<file path="config.mk">
export PLATFORM = sky130hd
export DESIGN_NAME = line_follow_pid_steering
export DESIGN_NICKNAME = d
export VERILOG_FILES = /design/src/hw/rtl/lfps_pkg.sv /design/src/hw/rtl/lfps_mac.sv /design/src/hw/rtl/line_follow_pid_steering.sv
export SDC_FILE = /design/constraint.sdc
export NUM_CORES = 2
export LEC_CHECK = 0
export BUFFER_PORTS_ARGS = -buffer_cell sky130_fd_sc_hd__buf_2
export CAP_MARGIN = 30
export CORE_ASPECT_RATIO = 0.5
export CORE_UTILIZATION = 35
export DETAILED_ROUTE_END_ITERATION = 10
export MAX_ROUTING_LAYER = met4
export PLACE_DENSITY_LB_ADDON = 0.1
export SYNTH_ARGS = -nofsm -noshare
export SYNTH_HDL_FRONTEND = slang
export SYNTH_SLANG_ARGS = --single-unit
</file>
<file path="constraint.sdc">
create_clock -name aclk -period 9.1 [get_ports aclk]
set_input_delay 0.91 -clock aclk [delete_from_list [all_inputs] [get_ports aclk]]
set_output_delay 0.91 -clock aclk [all_outputs]
set_load 0.03 [all_outputs]
</file>
<file path="src/hw/rtl/lfps_pkg.sv">
package lfps_pkg;

    localparam int NEAR_W  = 10;
    localparam int BASE_W  = 8;
    localparam int GAIN_W  = 16;
    localparam int ERR_W   = 26;
    localparam int OPA_W   = 27;
    localparam int OPB_W   = 17;
    localparam int PROD_W  = OPA_W + OPB_W;
    localparam int ACC_W   = 48;
    localparam int SUM_W   = 5;
    localparam int SPEED_W = 7;

    localparam int CFG_ADDR_W = 3;
    localparam logic [CFG_ADDR_W-1:0] REG_ERROR_SCALE   = 3'd0;
    localparam logic [CFG_ADDR_W-1:0] REG_GAIN_P        = 3'd1;
    localparam logic [CFG_ADDR_W-1:0] REG_GAIN_I        = 3'd2;
    localparam logic [CFG_ADDR_W-1:0] REG_GAIN_D        = 3'd3;
    localparam logic [CFG_ADDR_W-1:0] REG_SLOWDOWN_GAIN = 3'd4;

    localparam logic signed [GAIN_W-1:0] ERROR_SCALE_RST = 16'sd256;
    localparam int LEAK_LIMIT = 10;
    localparam int SPEED_MAX  = 100;

    typedef enum logic [3:0] {
        ST_IDLE,
        ST_ERR,
        ST_LEAK,
        ST_MP,
        ST_MI,
        ST_MD,
        ST_MS,
        ST_SLOW,
        ST_LEFT,
        ST_RIGHT,
        ST_DONE
    } state_t;

    typedef enum logic [1:0] {
        ACC_HOLD,
        ACC_LOAD,
        ACC_ADD,
        ACC_ADD_SH8
    } acc_op_t;

    typedef struct packed {
        logic    mul_en;
        acc_op_t acc_op;
    } mac_ctrl_t;

    // Q32.16 -> integer, half away from zero, limited to 0..SPEED_MAX.
    // Any negative value ends at zero after the clamp.
    function automatic logic [SPEED_W-1:0] round_clamp(input logic signed [ACC_W-1:0] v);
        logic [ACC_W-1:0]    r;
        logic [ACC_W-17:0]   q;
        logic [SPEED_W-1:0]  res;
        r = ACC_W'(v) + ACC_W'(32'h8000);
        q = r[ACC_W-1:16];
        if (v[ACC_W-1]) begin
            res = '0;
        end else if (q > (ACC_W-16)'(SPEED_MAX)) begin
            res = SPEED_W'(SPEED_MAX);
        end else begin
            res = q[SPEED_W-1:0];
        end
        return res;
    endfunction

endpackage

</file>
<file path="src/hw/rtl/lfps_mac.sv">
module lfps_mac
    import lfps_pkg::*;
(
    input  logic                     aclk,
    input  mac_ctrl_t                ctrl,
    input  logic signed [OPA_W-1:0]  op_a,
    input  logic signed [OPB_W-1:0]  op_b,
    output logic signed [PROD_W-1:0] prod,
    output logic signed [ACC_W-1:0]  acc
);

    logic signed [PROD_W-1:0] prod_reg;
    logic signed [ACC_W-1:0]  acc_reg;
    logic signed [ACC_W-1:0]  prod_ext;

    assign prod_ext = ACC_W'(prod_reg);

    always_ff @(posedge aclk) begin
        if (ctrl.mul_en) begin
            prod_reg <= op_a * op_b;
        end
        case (ctrl.acc_op)
            ACC_LOAD:    acc_reg <= prod_ext;
            ACC_ADD:     acc_reg <= acc_reg + prod_ext;
            ACC_ADD_SH8: acc_reg <= acc_reg + (prod_ext <<< 8);
            default:     acc_reg <= acc_reg;
        endcase
    end

    assign prod = prod_reg;
    assign acc  = acc_reg;

endmodule

</file>
<file path="src/hw/rtl/line_follow_pid_steering.sv">
// From request accept the sequencer runs ERR, LEAK, MP, MI, MD, MS, SLOW, LEFT, RIGHT, DONE in order.
// A new request is taken only in idle. There is a single 27x17 multiplier/accumulator
// that the sequencer reuses for the error scale, P, I, D and slowdown products.
// A finished result waits in the output register; the next request is taken meanwhile.
// Reset (aresetn low, synchronous): registers to defaults, integral and last error to zero.
module line_follow_pid_steering
    import lfps_pkg::*;
(
    input  logic                  aclk,
    input  logic                  aresetn,
    input  logic                  s_tvalid,
    output logic                  s_tready,
    input  logic [31:0]           s_tdata,   // near_error[9:0], far_error[19:10], base_speed[27:20]
    output logic                  m_tvalid,
    input  logic                  m_tready,
    output logic [15:0]           m_tdata,   // left_speed[6:0], right_speed[13:7]
    input  logic                  cfg_wr_en,
    input  logic [CFG_ADDR_W-1:0] cfg_addr,
    input  logic [GAIN_W-1:0]     cfg_wdata
);

    state_t state_reg, state_next;

    logic signed [GAIN_W-1:0] scale_reg, gain_p_reg, gain_i_reg, gain_d_reg;
    logic [GAIN_W-1:0]        slow_gain_reg;

    logic signed [NEAR_W-1:0] near_reg;
    logic [BASE_W-1:0]        base_reg;
    logic [NEAR_W-1:0]        diff_reg;
    logic signed [SUM_W-1:0]  integral_reg;
    logic signed [ERR_W-1:0]  prev_reg;
    logic signed [ERR_W-1:0]  err_reg;
    logic signed [ERR_W:0]    delta_reg;
    logic signed [ACC_W-1:0]  base_red_reg;
    logic signed [ACC_W-1:0]  tmp_reg;
    logic [SPEED_W-1:0]       left_reg;
    logic [15:0]              m_tdata_reg;
    logic                     m_tvalid_reg;

    mac_ctrl_t                mac_ctrl;
    logic signed [OPA_W-1:0]  op_a;
    logic signed [OPB_W-1:0]  op_b;
    logic signed [PROD_W-1:0] prod;
    logic signed [ACC_W-1:0]  acc;

    logic                     accept;
    logic                     out_free;
    logic signed [NEAR_W:0]   diff_s;
    logic signed [NEAR_W:0]   diff_abs;
    logic signed [ERR_W-1:0]  err_w;
    logic signed [ERR_W+1:0]  leak_t;
    logic signed [ERR_W+1:0]  leak_q;
    logic signed [SUM_W-1:0]  sum_w;

    lfps_mac u_mac (
        .aclk (aclk),
        .ctrl (mac_ctrl),
        .op_a (op_a),
        .op_b (op_b),
        .prod (prod),
        .acc  (acc)
    );

    assign s_tready = (state_reg == ST_IDLE);
    assign accept   = s_tvalid && s_tready;
    assign out_free = !m_tvalid_reg || m_tready;

    // |near - far|
    assign diff_s   = (NEAR_W+1)'($signed(s_tdata[9:0])) - (NEAR_W+1)'($signed(s_tdata[19:10]));
    assign diff_abs = diff_s[NEAR_W] ? -diff_s : diff_s;

    // Leaky integral: trunc0((sum*128 + err)/256), zero when beyond the limit
    always_comb begin
        err_w  = $signed(prod[ERR_W-1:0]);
        leak_t = ((ERR_W+2)'(integral_reg) <<< 7) + (ERR_W+2)'(err_w);
        leak_q = (leak_t + (leak_t[ERR_W+1] ? (ERR_W+2)'(255) : (ERR_W+2)'(0))) >>> 8;
        if (leak_q > (ERR_W+2)'(LEAK_LIMIT) || leak_q < -(ERR_W+2)'(LEAK_LIMIT)) begin
            sum_w = '0;
        end else begin
            sum_w = leak_q[SUM_W-1:0];
        end
    end

    always_ff @(posedge aclk) begin
        if (!aresetn) begin
            state_reg <= ST_IDLE;
        end else begin
            state_reg <= state_next;
        end
    end

    always_comb begin
        state_next      = state_reg;
        mac_ctrl.mul_en = 1'b0;
        mac_ctrl.acc_op = ACC_HOLD;
        op_a            = '0;
        op_b            = '0;
        case (state_reg)
            ST_IDLE: begin
                if (s_tvalid) state_next = ST_ERR;
            end
            ST_ERR: begin
                mac_ctrl.mul_en = 1'b1;
                op_a            = OPA_W'(near_reg);
                op_b            = OPB_W'(scale_reg);
                state_next      = ST_LEAK;
            end
            ST_LEAK: begin
                state_next = ST_MP;
            end
            ST_MP: begin
                mac_ctrl.mul_en = 1'b1;
                op_a            = OPA_W'(err_reg);
                op_b            = OPB_W'(gain_p_reg);
                state_next      = ST_MI;
            end
            ST_MI: begin
                mac_ctrl.mul_en = 1'b1;
                mac_ctrl.acc_op = ACC_LOAD;
                op_a            = OPA_W'(integral_reg);
                op_b            = OPB_W'(gain_i_reg);
                state_next      = ST_MD;
            end
            ST_MD: begin
                mac_ctrl.mul_en = 1'b1;
                mac_ctrl.acc_op = ACC_ADD_SH8;
                op_a            = OPA_W'(delta_reg);
                op_b            = OPB_W'(gain_d_reg);
                state_next      = ST_MS;
            end
            ST_MS: begin
                mac_ctrl.mul_en = 1'b1;
                mac_ctrl.acc_op = ACC_ADD;
                op_a            = OPA_W'({1'b0, diff_reg});
                op_b            = {1'b0, slow_gain_reg};
                state_next      = ST_SLOW;
            end
            ST_SLOW: begin
                state_next = ST_LEFT;
            end
            ST_LEFT: begin
                state_next = ST_RIGHT;
            end
            ST_RIGHT: begin
                state_next = ST_DONE;
            end
            ST_DONE: begin
                if (out_free) state_next = ST_IDLE;
            end
            default: begin
                state_next = ST_IDLE;
            end
        endcase
    end

    // Config, loop state and output valid
    always_ff @(posedge aclk) begin
        if (!aresetn) begin
            scale_reg     <= ERROR_SCALE_RST;
            gain_p_reg    <= '0;
            gain_i_reg    <= '0;
            gain_d_reg    <= '0;
            slow_gain_reg <= '0;
            integral_reg  <= '0;
            prev_reg      <= '0;
            m_tvalid_reg  <= 1'b0;
        end else begin
            if (cfg_wr_en) begin
                case (cfg_addr)
                    REG_ERROR_SCALE:   scale_reg     <= cfg_wdata;
                    REG_GAIN_P:        gain_p_reg    <= cfg_wdata;
                    REG_GAIN_I:        gain_i_reg    <= cfg_wdata;
                    REG_GAIN_D:        gain_d_reg    <= cfg_wdata;
                    REG_SLOWDOWN_GAIN: slow_gain_reg <= cfg_wdata;
                    default: ;
                endcase
            end
            if (state_reg == ST_LEAK) begin
                integral_reg <= sum_w;
            end
            if (state_reg == ST_MP) begin
                prev_reg <= err_reg;
            end
            if (state_reg == ST_DONE && out_free) begin
                m_tvalid_reg <= 1'b1;
            end else if (m_tready) begin
                m_tvalid_reg <= 1'b0;
            end
        end
    end

    // Payload
    always_ff @(posedge aclk) begin
        if (accept) begin
            near_reg <= $signed(s_tdata[9:0]);
            base_reg <= s_tdata[27:20];
            diff_reg <= diff_abs[NEAR_W-1:0];
        end
        case (state_reg)
            ST_LEAK:  err_reg      <= err_w;
            ST_MP:    delta_reg    <= (ERR_W+1)'(err_reg) - (ERR_W+1)'(prev_reg);
            ST_SLOW:  base_red_reg <= ACC_W'({base_reg, 16'h0000}) - (ACC_W'(prod) <<< 8);
            ST_LEFT:  tmp_reg      <= base_red_reg - acc;
            ST_RIGHT: begin
                left_reg <= round_clamp(tmp_reg);
                tmp_reg  <= base_red_reg + acc;
            end
            ST_DONE: begin
                if (out_free) begin
                    m_tdata_reg <= {2'b00, round_clamp(tmp_reg), left_reg};
                end
            end
            default: ;
        endcase
    end

    assign m_tvalid = m_tvalid_reg;
    assign m_tdata  = m_tdata_reg;

endmodule

</file>
==> flow_summary.toml <==
[drt]
vias = 34000
drt_pre_antenna_iters = 5
detail_route.vias_per_cell = 5.22
antenna_violating_nets_left = 0
route.final.wire_length_um = 131000
drc = 0
wl_per_cell_um = 20.2
drt_iter0_markers = 2388

[global_routing]
number_of_antenna_violations_at_the_first_check_in_global_routing = 1
wire_length_of_the_first_global_routing_pass_um = 204000
grt_overflow = 0
groute.usage.overall_pct = 22.0
grt_start_max_net_pins = 81
first_global_vias = 34300

[critical_path]
flop_to_flop_setup_slack_ps = 410
worst-path-stages = 30
worstSetupStartpointType = "register"
cp.arrival_ps = 9010
worst_case_reg_to_reg_path_depth = 30
timing.critical_path.slowest_cell_delay_ps = 590
critical_path_peak_fanout = 33
worst_path_most_repeated_cell = "sky130_fd_sc_hd__fa_1"
crit_path_end_kind = "register"
timing.rr.end = "u_mac.prod[43]"
worstSetupStartpoint = "state_reg[3]"
critical_path.reg2reg.startpoint = "state_reg[3]"
critical_path.slowest_cell = "sky130_fd_sc_hd__fa_1"
crit_required_ps = 9420
setup.worst_path.end = "u_mac.prod[43]"
critPathTopFamily = "adder cells"
worst_path_buffer_plus_inverter_count = 6
worst_path_class_setup = "reg -> reg"

[layout]
num-fill-cells = 12200
multi_input_area_um2 = 29400
final-instance-count-excl-fill = 6509
final_core_util_pct = 39.1
nets = 5715
area_growth_syn_to_fin_pct = 10.6
drive_above_1_share_pct = 7.23
layout.cells.most_common = "sky130_fd_sc_hd__inv_1"
largest_reg_flops = 48
layout.cells.most_common_list = "sky130_fd_sc_hd__inv_1, sky130_fd_sc_hd__nand2_1, sky130_fd_sc_hd__nor2_1"
seqCellArea_um2 = 10300

[placement]
dpl_hpwl_um = 104000
numPlacedInstances = 6413
port-buffer-count = 67
last_weighted_congestion_value_of_the_routability_driven_placer = 0.877

[sta]
period_share_pct = 95.5
final-setup-viol-count = 0
max_slew_margin_pct = 32.2
setup_tns_ps = 0
hold_viol = 0
minimum_clock_period_after_layout_ps = 8690
rsz0062_at_grt = "no"
report.final.slew_viol_count = 0
worst_slew_pin_slew_ps = 1010
fmaxAchievable_mhz = 115
final.setup_skew_ps = 57.6

[clock_network]
numCtsBuffers = 43
cts.htree.levels = 2
clock-root-buffer = "sky130_fd_sc_hd__clkbuf_16"
cts_num_sinks = 383
clockBufferDepth = 3
clock_insertion_delay_worst_skew_ps = 630
cts_tree = "yes"
clkSlewWorstSetupHoldPaths_ps = 80

[power_and_ir_drop]
fraction_of_power_consumed_by_combinational_cells_pct = 25.7
vdd_drop_max_v = 0.000124
power_density_nw_per_um2 = 112
seq_power_share_pct = 39.3
power.switching_fraction_pct = 33.3
p_int_mw = 3.54
clock_network_fraction_of_design_power_pct = 34.9
total_switching_power_mw = 1.77
cellLeakagePower_nw = 20.9
totalPowerFinal_mw = 5.31

[synth]
avgSynthCellArea_um2 = 8.95
yosysWarnings = 0
synthCells = 4773
synth.yosys.seq_area_share_pct = 24.2
synth_area_um2 = 42700
async_flop_share_pct = 0
synth_cell_types = 97
synth-edff-count = 267
synth_seq_cells = 383
synth_flop_cell = "sky130_fd_sc_hd__edfxtp_1"

[floorplan]
die_width_um = 496
initial_cell_density_of_the_core_pct = 35.4
dieHeight_um = 249
standard_cell_row_count = 90
core_area_um2 = 121000
floorplan.io_pins = 74
area_of_the_die_um2 = 124000

[run_status]
outcome = "complete, no violations"

[flow_run]
timing.max_cap.violations = 0

[worst_hold_path]
min-delay-path-class = "reg -> reg"
holdCritStartpoint = "left_reg[6]"
[worst min path at each step]
stage / slack (ps) / endpoint / cells after the start
after floorplan: 400 / m_tdata[0] / 0
after detailed placement: 410 / m_tdata[0] / 0
after global placement: 400 / m_tdata[0] / 0
after CTS: 420 / base_reg[1] / 1
final: 420 / m_tdata[6] / 0
after global routing: 430 / base_reg[1] / 1
[cells by family after synthesis]
logic type / Yosys count / share of synthesized area, %
AOI/OAI and AO/OA: 989 / 15.8
xor gates and xnor gates: 251 / 5.18
adders and majority gates: 796 / 31.2
buffers and inverters: 829 / 7.34
DFF: 383 / 24.2
muxes: 32 / 0.755
other: 1 / 0.00878
and+or+nand+nor: 1492 / 15.5
[synthesized netlist by cell type, types with 66 or more instances]
library cell / count / area [um2]
sky130_fd_sc_hd__o21ai_0: 144 / 721
sky130_fd_sc_hd__clkbuf_1: 138 / 518
sky130_fd_sc_hd__ha_1: 345 / 4320
sky130_fd_sc_hd__fa_1: 451 / 9030
sky130_fd_sc_hd__a21o_1: 114 / 856
sky130_fd_sc_hd__xor2_1: 69 / 604
sky130_fd_sc_hd__inv_1: 667 / 2500
sky130_fd_sc_hd__nor2_1: 491 / 1840
sky130_fd_sc_hd__a21oi_1: 236 / 1180
sky130_fd_sc_hd__dfxtp_1: 116 / 2320
sky130_fd_sc_hd__nand3_1: 66 / 330
sky130_fd_sc_hd__nor3_1: 67 / 335
sky130_fd_sc_hd__xnor2_1: 180 / 1580
sky130_fd_sc_hd__nand2_1: 584 / 2190
sky130_fd_sc_hd__a21boi_0: 116 / 871
sky130_fd_sc_hd__edfxtp_1: 267 / 8020
[layout make-up]
cell class | count | area share [%]
diodes | 2 | 0.0106
clock buffers | 57 | 2.45
clock inverters | 22 | 0.562
inverters | 669 | 5.32
multi-input cells | 3562 | 62.3
flip-flops and latches | 383 | 21.9
well taps | 1610 | 4.26
repair buffers | 204 | 3.18
[stage by stage]
step | setup slack [ps] | hold WS [ps] | cell area (um2)
2_1_floorplan | 577 | 400 | 42700
3_3_place_gp | 135 | 404 | 45600
3_5_place_dp | 123 | 409 | 45600
4_1_cts | 47.0 | 418 | 47000
5_1_grt | 0.117 | 426 | 47200
6_report | 408 | 419 | 47200
[metal layers]
metal	vias up	track usage [%]	share of wire [%]	wire length (um)
met5	-	-	0	0
met4	0	3.71	1.7	2250
met3	137	2.90	5.2	6800
met2	781	32.2	42	55200
met1	16800	32.6	51	66900
li1	16200	-	-	-
[power by group through the flow]
stage                     clock [mW]  combinational, mW  sequential, mW
after floorplan                    0              0.934            2.06
after global placement             0               1.33            2.12
after detailed placement           0               1.34            2.12
after CTS                       1.91               1.35            2.09
after global routing            1.97               1.51            2.09
final                           1.85               1.37            2.09
[repair_timing]
action | CTS | global route
hold buffers | 0 | 0
setup buffers | 0 | 14
resized for setup | 0 | 20
setup endpoints to repair | 0 | 11
No activity file was read; power rests on OpenSTA's default activity.
